$ cat src/design/charger_session_fsm_assert.svh
// Assertion macros shared by the charger session design.
// All properties are clocked on aclk and disabled while aresetn is low.
`ifndef CHARGER_SESSION_FSM_ASSERT_SVH
`define CHARGER_SESSION_FSM_ASSERT_SVH

// Same-cycle implication.
`define CSFSM_ASSERT_NOW(label, ante, cons, msg) \
    label: assert property (@(posedge aclk) disable iff (!aresetn) \
        (ante) |-> (cons)) else $error(msg);

// Next-cycle implication.
`define CSFSM_ASSERT_NEXT(label, ante, cons, msg) \
    label: assert property (@(posedge aclk) disable iff (!aresetn) \
        (ante) |=> (cons)) else $error(msg);

`endif

$ cat src/design/csfsm_pkg.sv
`timescale 1ns / 1ps

package csfsm_pkg;

    localparam int NUM_EV = 11;

    // Pending-event bit positions
    localparam logic [3:0] EV_CONNECT      = 4'd0;
    localparam logic [3:0] EV_AUTH_REQUEST = 4'd1;
    localparam logic [3:0] EV_AUTH_ACCEPT  = 4'd2;
    localparam logic [3:0] EV_AUTH_REJECT  = 4'd3;
    localparam logic [3:0] EV_AUTH_INVALID = 4'd4;
    localparam logic [3:0] EV_AUTH_TIMEOUT = 4'd5;
    localparam logic [3:0] EV_START        = 4'd6;
    localparam logic [3:0] EV_COMPLETE     = 4'd7;
    localparam logic [3:0] EV_FAULT        = 4'd8;
    localparam logic [3:0] EV_RETRY        = 4'd9;
    localparam logic [3:0] EV_DISCONNECT   = 4'd10;

    // Authentication failure reasons
    localparam logic [1:0] RS_NONE     = 2'd0;
    localparam logic [1:0] RS_REJECTED = 2'd1;
    localparam logic [1:0] RS_INVALID  = 2'd2;
    localparam logic [1:0] RS_TIMEOUT  = 2'd3;

    typedef logic [NUM_EV-1:0] ev_vec_t;

    // Input beat: one pulse per event
    typedef struct packed {
        logic ev_connect;
        logic ev_auth_request;
        logic ev_auth_accept;
        logic ev_auth_reject;
        logic ev_auth_invalid;
        logic ev_auth_timeout;
        logic ev_start;
        logic ev_complete;
        logic ev_fault;
        logic ev_retry;
        logic ev_disconnect;
    } ev_beat_t;

    // Result beat
    typedef struct packed {
        logic [2:0]  session_state;
        logic [1:0]  fail_reason;
        ev_vec_t     pending_mask;
        logic        ready_entered;
        logic        ready_left;
        logic        charging_entered;
        logic        charging_left;
    } result_t;

    // Input register to step stage
    typedef struct packed {
        logic     valid;
        ev_beat_t beat;
    } stage_t;

    // Gather event pulses into pending-bit order
    function automatic ev_vec_t ev_to_vec(input ev_beat_t b);
        ev_vec_t v;
        v                  = '0;
        v[EV_CONNECT]      = b.ev_connect;
        v[EV_AUTH_REQUEST] = b.ev_auth_request;
        v[EV_AUTH_ACCEPT]  = b.ev_auth_accept;
        v[EV_AUTH_REJECT]  = b.ev_auth_reject;
        v[EV_AUTH_INVALID] = b.ev_auth_invalid;
        v[EV_AUTH_TIMEOUT] = b.ev_auth_timeout;
        v[EV_START]        = b.ev_start;
        v[EV_COMPLETE]     = b.ev_complete;
        v[EV_FAULT]        = b.ev_fault;
        v[EV_RETRY]        = b.ev_retry;
        v[EV_DISCONNECT]   = b.ev_disconnect;
        return v;
    endfunction

endpackage

$ cat src/design/csfsm_in_reg.sv
`timescale 1ns / 1ps

module csfsm_in_reg (
    input  logic                aclk,
    input  logic                aresetn,
    input  logic                s_valid,
    output logic                s_ready,
    input  csfsm_pkg::ev_beat_t s_payload,
    input  logic                take,
    output csfsm_pkg::stage_t   stage
);

    logic                valid_reg;
    csfsm_pkg::ev_beat_t beat_reg;

    // Free when empty or when the step stage drains it this cycle
    assign s_ready = !valid_reg || take;

    always_ff @(posedge aclk) begin
        if (!aresetn) begin
            valid_reg <= 1'b0;
        end else if (s_ready) begin
            valid_reg <= s_valid;
        end
    end

    always_ff @(posedge aclk) begin
        if (s_valid && s_ready) begin
            beat_reg <= s_payload;
        end
    end

    assign stage.valid = valid_reg;
    assign stage.beat  = beat_reg;

endmodule

$ cat src/design/csfsm_step.sv
`timescale 1ns / 1ps

module csfsm_step (
    input  logic               aclk,
    input  logic               aresetn,
    input  csfsm_pkg::stage_t  stage,
    output logic               take,
    output logic               m_valid,
    input  logic               m_ready,
    output csfsm_pkg::result_t m_payload
);

`include "charger_session_fsm_assert.svh"

    typedef enum logic [2:0] {
        ST_IDLE      = 3'd0,
        ST_CONNECTED = 3'd1,
        ST_AUTH      = 3'd2,
        ST_FAILED    = 3'd3,
        ST_READY     = 3'd4,
        ST_CHARGING  = 3'd5,
        ST_FAULTED   = 3'd6
    } state_t;

    state_t              state_reg, state_next;
    logic [1:0]          reason_reg, reason_next;
    csfsm_pkg::ev_vec_t  pending_reg, pending_next;
    csfsm_pkg::ev_vec_t  pend;
    logic                out_valid_reg;
    csfsm_pkg::result_t  result_reg, result_next;
    logic                step;
    logic                changed;

    // Result register is free when empty or being drained
    assign take = !out_valid_reg || m_ready;
    assign step = stage.valid && take;

    // Transition function: at most one move per beat, first match wins
    always_comb begin
        pend         = pending_reg | csfsm_pkg::ev_to_vec(stage.beat);
        state_next   = state_reg;
        reason_next  = reason_reg;
        pending_next = pend;
        unique case (state_reg)
            ST_IDLE: begin
                if (pend[csfsm_pkg::EV_CONNECT]) begin
                    state_next = ST_CONNECTED;
                    pending_next[csfsm_pkg::EV_CONNECT] = 1'b0;
                end
            end
            ST_CONNECTED: begin
                if (pend[csfsm_pkg::EV_AUTH_REQUEST]) begin
                    state_next = ST_AUTH;
                    pending_next[csfsm_pkg::EV_AUTH_REQUEST] = 1'b0;
                end
            end
            ST_AUTH: begin
                if (pend[csfsm_pkg::EV_AUTH_ACCEPT] && pend[csfsm_pkg::EV_AUTH_REJECT]) begin
                    // conflicting verdicts: fault, reason kept
                    state_next = ST_FAULTED;
                    pending_next[csfsm_pkg::EV_AUTH_ACCEPT] = 1'b0;
                    pending_next[csfsm_pkg::EV_AUTH_REJECT] = 1'b0;
                end else if (pend[csfsm_pkg::EV_AUTH_ACCEPT]) begin
                    state_next  = ST_READY;
                    reason_next = csfsm_pkg::RS_NONE;
                    pending_next[csfsm_pkg::EV_AUTH_ACCEPT] = 1'b0;
                end else if (pend[csfsm_pkg::EV_AUTH_REJECT]) begin
                    state_next  = ST_FAILED;
                    reason_next = csfsm_pkg::RS_REJECTED;
                    pending_next[csfsm_pkg::EV_AUTH_REJECT] = 1'b0;
                end else if (pend[csfsm_pkg::EV_AUTH_INVALID]) begin
                    state_next  = ST_FAILED;
                    reason_next = csfsm_pkg::RS_INVALID;
                    pending_next[csfsm_pkg::EV_AUTH_INVALID] = 1'b0;
                end else if (pend[csfsm_pkg::EV_AUTH_TIMEOUT]) begin
                    state_next  = ST_FAILED;
                    reason_next = csfsm_pkg::RS_TIMEOUT;
                    pending_next[csfsm_pkg::EV_AUTH_TIMEOUT] = 1'b0;
                end
            end
            ST_FAILED: begin
                if (pend[csfsm_pkg::EV_RETRY]) begin
                    state_next  = ST_AUTH;
                    reason_next = csfsm_pkg::RS_NONE;
                    pending_next[csfsm_pkg::EV_RETRY] = 1'b0;
                end else if (pend[csfsm_pkg::EV_DISCONNECT]) begin
                    state_next  = ST_IDLE;
                    reason_next = csfsm_pkg::RS_NONE;
                    pending_next[csfsm_pkg::EV_DISCONNECT] = 1'b0;
                end
            end
            ST_READY: begin
                if (pend[csfsm_pkg::EV_START]) begin
                    state_next = ST_CHARGING;
                    pending_next[csfsm_pkg::EV_START] = 1'b0;
                end
            end
            ST_CHARGING: begin
                if (pend[csfsm_pkg::EV_FAULT]) begin
                    state_next = ST_FAULTED;
                    pending_next[csfsm_pkg::EV_FAULT] = 1'b0;
                end else if (pend[csfsm_pkg::EV_COMPLETE]) begin
                    state_next = ST_READY;
                    pending_next[csfsm_pkg::EV_COMPLETE] = 1'b0;
                end
            end
            ST_FAULTED: begin
                // sticky until reset; events only accumulate
            end
            default: begin
                // unused code: no transition
            end
        endcase
    end

    // Result beat
    always_comb begin
        changed                      = (state_next != state_reg);
        result_next.session_state    = state_next;
        result_next.fail_reason      = reason_next;
        result_next.pending_mask     = pending_next;
        result_next.ready_entered    = changed && (state_next == ST_READY);
        result_next.ready_left       = changed && (state_reg == ST_READY);
        result_next.charging_entered = changed && (state_next == ST_CHARGING);
        result_next.charging_left    = changed && (state_reg == ST_CHARGING);
    end

    // Session state and registered outputs
    always_ff @(posedge aclk) begin
        if (!aresetn) begin
            state_reg     <= ST_IDLE;
            reason_reg    <= csfsm_pkg::RS_NONE;
            pending_reg   <= '0;
            out_valid_reg <= 1'b0;
        end else begin
            if (take) begin
                out_valid_reg <= stage.valid;
            end
            if (step) begin
                state_reg   <= state_next;
                reason_reg  <= reason_next;
                pending_reg <= pending_next;
            end
        end
    end

    always_ff @(posedge aclk) begin
        if (step) begin
            result_reg <= result_next;
        end
    end

    assign m_valid   = out_valid_reg;
    assign m_payload = result_reg;

    // Checks
    `CSFSM_ASSERT_NEXT(a_fault_sticky, state_reg == ST_FAULTED, state_reg == ST_FAULTED,
        "faulted state was left without reset")
    `CSFSM_ASSERT_NOW(a_result_tracks_state, out_valid_reg,
        (result_reg.session_state == state_reg) && (result_reg.fail_reason == reason_reg)
        && (result_reg.pending_mask == pending_reg),
        "held result disagrees with session registers")
    `CSFSM_ASSERT_NOW(a_no_move_keeps_events, step && (state_next == state_reg),
        pending_next == pend, "event consumed without a transition")

endmodule

$ cat src/design/charger_session_fsm.sv
`timescale 1ns / 1ps
// Charger session state machine: at most one transition per accepted beat.
// An accepted input beat passes the input register and then the result register before its result is valid.
// Throughput: one beat per cycle while m_ready is high; while the result register is stalled the
// input register takes a beat only when it is empty, and then holds that beat until the stall clears.
// Reset (aresetn low, synchronous): idle state, no reason, no pending events, pipe empty.

module charger_session_fsm (
    input  logic                aclk,
    input  logic                aresetn,
    input  logic                s_valid,
    output logic                s_ready,
    input  csfsm_pkg::ev_beat_t s_payload,
    output logic                m_valid,
    input  logic                m_ready,
    output csfsm_pkg::result_t  m_payload
);

    csfsm_pkg::stage_t stage;
    logic              take;

    // Input register
    csfsm_in_reg u_in_reg (
        .aclk      (aclk),
        .aresetn   (aresetn),
        .s_valid   (s_valid),
        .s_ready   (s_ready),
        .s_payload (s_payload),
        .take      (take),
        .stage     (stage)
    );

    // Transition step and result register
    csfsm_step u_step (
        .aclk      (aclk),
        .aresetn   (aresetn),
        .stage     (stage),
        .take      (take),
        .m_valid   (m_valid),
        .m_ready   (m_ready),
        .m_payload (m_payload)
    );

endmodule
$ cat config.mk
export PLATFORM = sky130hd
export DESIGN_NAME = charger_session_fsm
export DESIGN_NICKNAME = d
export VERILOG_FILES = /design/src/design/csfsm_pkg.sv /design/src/design/csfsm_in_reg.sv /design/src/design/csfsm_step.sv /design/src/design/charger_session_fsm.sv
export VERILOG_INCLUDE_DIRS = /design/src /design/src/design
export SDC_FILE = /design/constraint.sdc
export NUM_CORES = 1
export LEC_CHECK = 0
export BUFFER_PORTS_ARGS = -buffer_cell sky130_fd_sc_hd__buf_4
export CELL_PAD_IN_SITES_DETAIL_PLACEMENT = 0
export CELL_PAD_IN_SITES_GLOBAL_PLACEMENT = 2
export CORE_MARGIN = 2
export CORE_UTILIZATION = 35
export CTS_CLUSTER_DIAMETER = 50
export CTS_CLUSTER_SIZE = 14
export DETAILED_ROUTE_END_ITERATION = 10
export PLACE_DENSITY_LB_ADDON = 0.1
export REMOVE_ABC_BUFFERS = 1
export SKIP_CTS_REPAIR_TIMING = 1
export SYNTH_ARGS = -nofsm -noshare
export SYNTH_HDL_FRONTEND = slang
export SYNTH_SLANG_ARGS = --single-unit
$ cat constraint.sdc
create_clock -name aclk -period 3.1 [get_ports aclk]
set_input_delay 0.775 -clock aclk [delete_from_list [all_inputs] [get_ports aclk]]
set_output_delay 0.775 -clock aclk [all_outputs]
set_load 0.05 [all_outputs]
# --- After elaboration in Yosys (flattened, before gate mapping) ---
# Index checks and enable logic that the tools add are counted.
word_totals:
  reg_bits: 49
  output_inout_bits: 22
  input_bits: 15
op_classes:
  reduce_logical: 12
  mux: 34
  n_bitwise: 1
  n_eq_ne: 8
ops:
  columns: ["op", "n"]
  rows:
  - ["3-bit 2-to-1 mux", 13]
  - ["2-bit 2-to-1 mux", 12]
  - ["3-bit case mux with 6 select lines", 1]
  - ["3-bit equality test (second input constant)", 4]
  - ["11-bit OR", 1]
  - ["1-bit logical AND", 7]
  - ["3-bit by 2-bit equality test with 1-bit output (second input constant)", 2]
  - ["1-bit 2-to-1 mux", 6]
  - ["4-bit 2-to-1 mux", 1]
  - ["2-bit case mux with 2 select lines", 1]
  - ["3-bit by 1-bit equality test with 1-bit output (second input constant)", 1]
  - ["3-bit zero test", 1]
  - ["3-bit inequality test", 1]
  - ["1-bit zero test", 2]
  - ["1-bit logical OR", 2]

# --- Depth between registers and ports, before layout ---
logic_depth:
  ltp_word: 9
  depth_mapped: 7

# --- By module ---
# Synthesis repeated with hierarchy kept, for this count alone.
unflattened:
  hier_cells: 179
  area_unflattened_um2: 2025.7
modules_own_cells:
  columns: ["mod", "n_inst", "seq_area_each_um2", "area_per_inst_um2", "cells_each"]
  rows:
  - ["csfsm_step", 1, 940.9, 1630.3, 162]
  - ["csfsm_in_reg", 1, 350.3, 395.4, 17]

# --- Worst setup path before layout ---
# Ideal clock, no wire load.
synth_timing:
  kind: "input to output"
  startpoint: "input port m_ready"
  endpoint: "output port s_ready"
  arrival_time_ns: 1.281
  setup_slack_ns: 1.044
  n_path_buf: 0
  required_ns: 2.325
  cell_stages: 2
  path_cell_list: "nor2b_1 nand2_1"
synth_via:
  elab_chain_cells: 2
synth_rtl:
  columns: ["element", "line", "text"]
  rows:
  - ["from (decl)", "charger_session_fsm.sv:15", "input logic m_ready,"]
  - ["1-bit logical OR", "csfsm_step.sv:35", "assign take = !out_valid_reg || m_ready;"]
  - ["1-bit logical OR", "csfsm_in_reg.sv:17", "assign s_ready = !valid_reg || take;"]
  - ["to (decl)", "charger_session_fsm.sv:12", "output logic s_ready,"]
# Every way passes these cells.

# --- Worst setup path after layout ---
layout_timing:
  startpoint: "input port m_ready"
  endpoint: "register u_step.result_reg, in the netlist u_step.m_payload[17], enable pin"
layout_via:
  elab_chain_cells: 2
layout_rtl:
  columns: ["element", "line", "text"]
  rows:
  - ["1-bit logical OR", "csfsm_step.sv:35", null]
  - ["1-bit logical AND", "csfsm_step.sv:36", "assign step = stage.valid && take;"]
  - ["to (signal assigned)", "csfsm_step.sv:149", "result_reg <= result_next;"]
  - ["to (decl)", "csfsm_step.sv:30", "csfsm_pkg::result_t result_reg, result_next;"]
# Every way passes these cells.
# A chain may end at the register's enable or synchronous reset.

==> impl_metrics.env <==
export IMPL_setup_tns_final_ps=0
export IMPL_cts_made_buffers=5
export IMPL_drt_total_wl_mm=4.152
export IMPL_whs_ps=466.2
export IMPL_synth_cell_types=41
export IMPL_syn_area_sq_um=2059
export IMPL_worst_path_max_delay_cell="inv_1"
export IMPL_cts_buffer_depth=2
export IMPL_critPathLaunchType="input pin"
export IMPL_hold_end="u_step.pending_reg[6]"
export IMPL_fmax_mhz=461.8
export IMPL_worst_pin_slew_ps=1079
export IMPL_dp_hpwl_mm=2.772
export IMPL_finalSetupViolations=0
export IMPL_cp_max_fo=30
export IMPL_cp_arrival_ps=2180
export IMPL_gp_congestion=0.7661
export IMPL_r2r_start="u_step.m_valid"
export IMPL_drt_iter0_markers=93
export IMPL_grt_pass1_vias=1393
export IMPL_initial_core_util=0.3672
export IMPL_max_cap_viol_count=0
export IMPL_vias_per_cell=4.976
export IMPL_rsz0062_at_grt="false"
export IMPL_area_growth_pct=19.68
export IMPL_syn_inst=185
export IMPL_crit_type="in -> reg"
export IMPL_crit_path_cell_trace="buf_4, nor2b_1, nand2b_1, inv_1, buf_4"
export IMPL_route_detailed_drc=0
export IMPL_dieHeight_microns=80.71
export IMPL_wire_per_inst_microns=14.07
export IMPL_num_vias=1468
export IMPL_synth_warnings=0
export IMPL_drt_pass1_iterations=4
export IMPL_post_route_min_period_ps=2166
export IMPL_finalCritPeriodShare=0.6986
export IMPL_fin_area_sq_um=2465
export IMPL_row_count=27
export IMPL_dieArea_sq_um=6514
export IMPL_portBuffers=36
export IMPL_worstHoldPathType="reg -> reg"
export IMPL_synth_avg_cell_area_sq_um=11.13
export IMPL_powerDensity_nw_per_um2=527.8
export IMPL_hold_depth=2
export IMPL_grt_usage=0.1410
export IMPL_slew_headroom=0.2796
export IMPL_regToRegSetupSlack_ps=1070
export IMPL_drive_gt1_frac=0.2556
export IMPL_largest_register_ffs=20
export IMPL_die_w_microns=80.71
export IMPL_drv_slew=0
export IMPL_p_leak_uw=0.0009561
export IMPL_worst_path_most_repeated_cell="buf_4"
export IMPL_htreeDepth=2
export IMPL_ant_nets=0
export IMPL_worstHoldStart="u_step.pending_reg[6]"
export IMPL_clk_pin_slew_worst_paths_ps=90
export IMPL_clock_sinks=49
export IMPL_ir_drop_mv=0.2660
export IMPL_final_nets=237
export IMPL_placed_cell_area_sq_um=2384
export IMPL_finalHoldViolCount=0
export IMPL_seq_area_frac_synth=0.6270
export IMPL_cts_tree="done"
export IMPL_end_kind="register"
export IMPL_ys_ff_latch=49
export IMPL_grt_pass1_wl_mm=6.782
export IMPL_fin_skew_ps=7.906
export IMPL_num_antenna_cells=0
export IMPL_cp_slowest_stage_delay_ps=780
export IMPL_grt_max_degree=31
export IMPL_core_area_sq_um=5608
export IMPL_overflow=0
export IMPL_io_pin_count=37
export IMPL_r2r_end="u_step.m_payload[17]"
export IMPL_outcome="finished, final reports clean"
export IMPL_nFillCells=569
export IMPL_clk_latency_ps=300
export IMPL_antenna_found_initial=0
export IMPL_worstPathRequired_ps=3120
export IMPL_reg2regPathDepth=4
export IMPL_root_buffer="clkbuf_8"
cell usage after synthesis, drive strengths merged:
cell type,n,area share
and4,1,0.0055
nor2,25,0.050
o311ai,1,0.0079
nor2b,6,0.018
o21ai,9,0.022
a221o,1,0.0055
and3,2,0.0067
or2,2,0.0061
and2,1,0.0030
nor3,7,0.017
nand4,2,0.0091
nand3b,1,0.0036
a21boi,6,0.022
a21o,2,0.0073
a32o,1,0.0049
edfxtp,31,0.45
inv,2,0.0036
nand2b,2,0.0061
o21a,2,0.0073
buf,8,0.027
o31ai,2,0.0073
a22oi,1,0.0036
nor3b,1,0.0091
and2b,1,0.0049
o211a,1,0.0049
a31oi,2,0.0061
a21oi,16,0.041
nand3,1,0.0024
nand2,27,0.049
dfxtp,18,0.17
a22o,1,0.0043
clkbuf,1,0.0018
a211oi,1,0.0061
metrics by stage:
step	utilization	worst slack [ps]	total power, uW	cells
after global placement	0.4250	659.6	954.2	287
after global routing	0.4395	804.3	1369	295
after floorplan	-	752.9	890.2	176
after CTS	0.4395	925.9	1313	295
final	0.4395	934.5	1301	295
after detailed placement	0.4250	593.6	958.0	287
how the worst max path moves through the flow:
stage          slack [ps]     from                     to  cells after the start
2_1_floorplan         750  m_ready   u_step.reason_reg[0]                      5
3_3_place_gp          660  m_ready   u_step.m_payload[17]                      5
3_5_place_dp          590  m_ready    u_step.m_payload[3]                      5
4_1_cts               930  m_ready                s_ready                      4
5_1_grt               800  m_ready  u_step.pending_reg[7]                      8
6_report              930  m_ready   u_step.m_payload[17]                      5
layout make-up:
type / count / area (sq um) / area share
Multi-Input combinational cell: 125 / 701.9 / 0.2848
Sequential cell: 49 / 1291 / 0.5239
Timing Repair Buffer: 39 / 292.8 / 0.1188
Tap cell: 72 / 90.09 / 0.03655
Clock inverter: 3 / 12.51 / 0.005076
Clock buffer: 5 / 68.82 / 0.02792
Inverter: 2 / 7.507 / 0.003046
cells in the final DEF, fill, tap and decap left out, drive strengths merged, types with 2 or more instances in the layout:
cell,n
edfxtp,31
a21boi,6
o21a,2
nor3,7
nand4,2
or2,2
clkbuf,5
o31ai,2
nand2,27
buf,39
nor2,25
inv,2
a21oi,16
a31oi,2
dfxtp,18
nor2b,6
o21ai,9
a21o,2
and3,2
clkinv,3
nand2b,2
per-layer routing:
| layer | global-route usage | wire [microns] |
|---|---|---|
| met5 | 0 | 0 |
| met4 | 0.05593 | 68 |
| met3 | 0.03708 | 202 |
| met2 | 0.2208 | 1907 |
| met1 | 0.1866 | 1973 |
critical path, delay by kind of cell:
| kind | cells | cell delay [ps] |
|---|---|---|
| AND/OR/NAND/NOR | 2 | 220 |
| buffers and inverters | 3 | 1180 |
where the power goes:
group | internal [uW] | leakage [uW] | switching, uW
clock | 152 | 0.0000430 | 207
sequential | 731 | 0.000444 | 17.9
combinational | 66.1 | 0.000469 | 127
logic make-up after synthesis:
kind of cell           synth area share
and+or+nand+nor                  0.1914
DFF                              0.6270
AOI/OAI and AO/OA                0.1494
buffers and inverters           0.03220
Note: power is estimated with default switching activity, not from simulation.
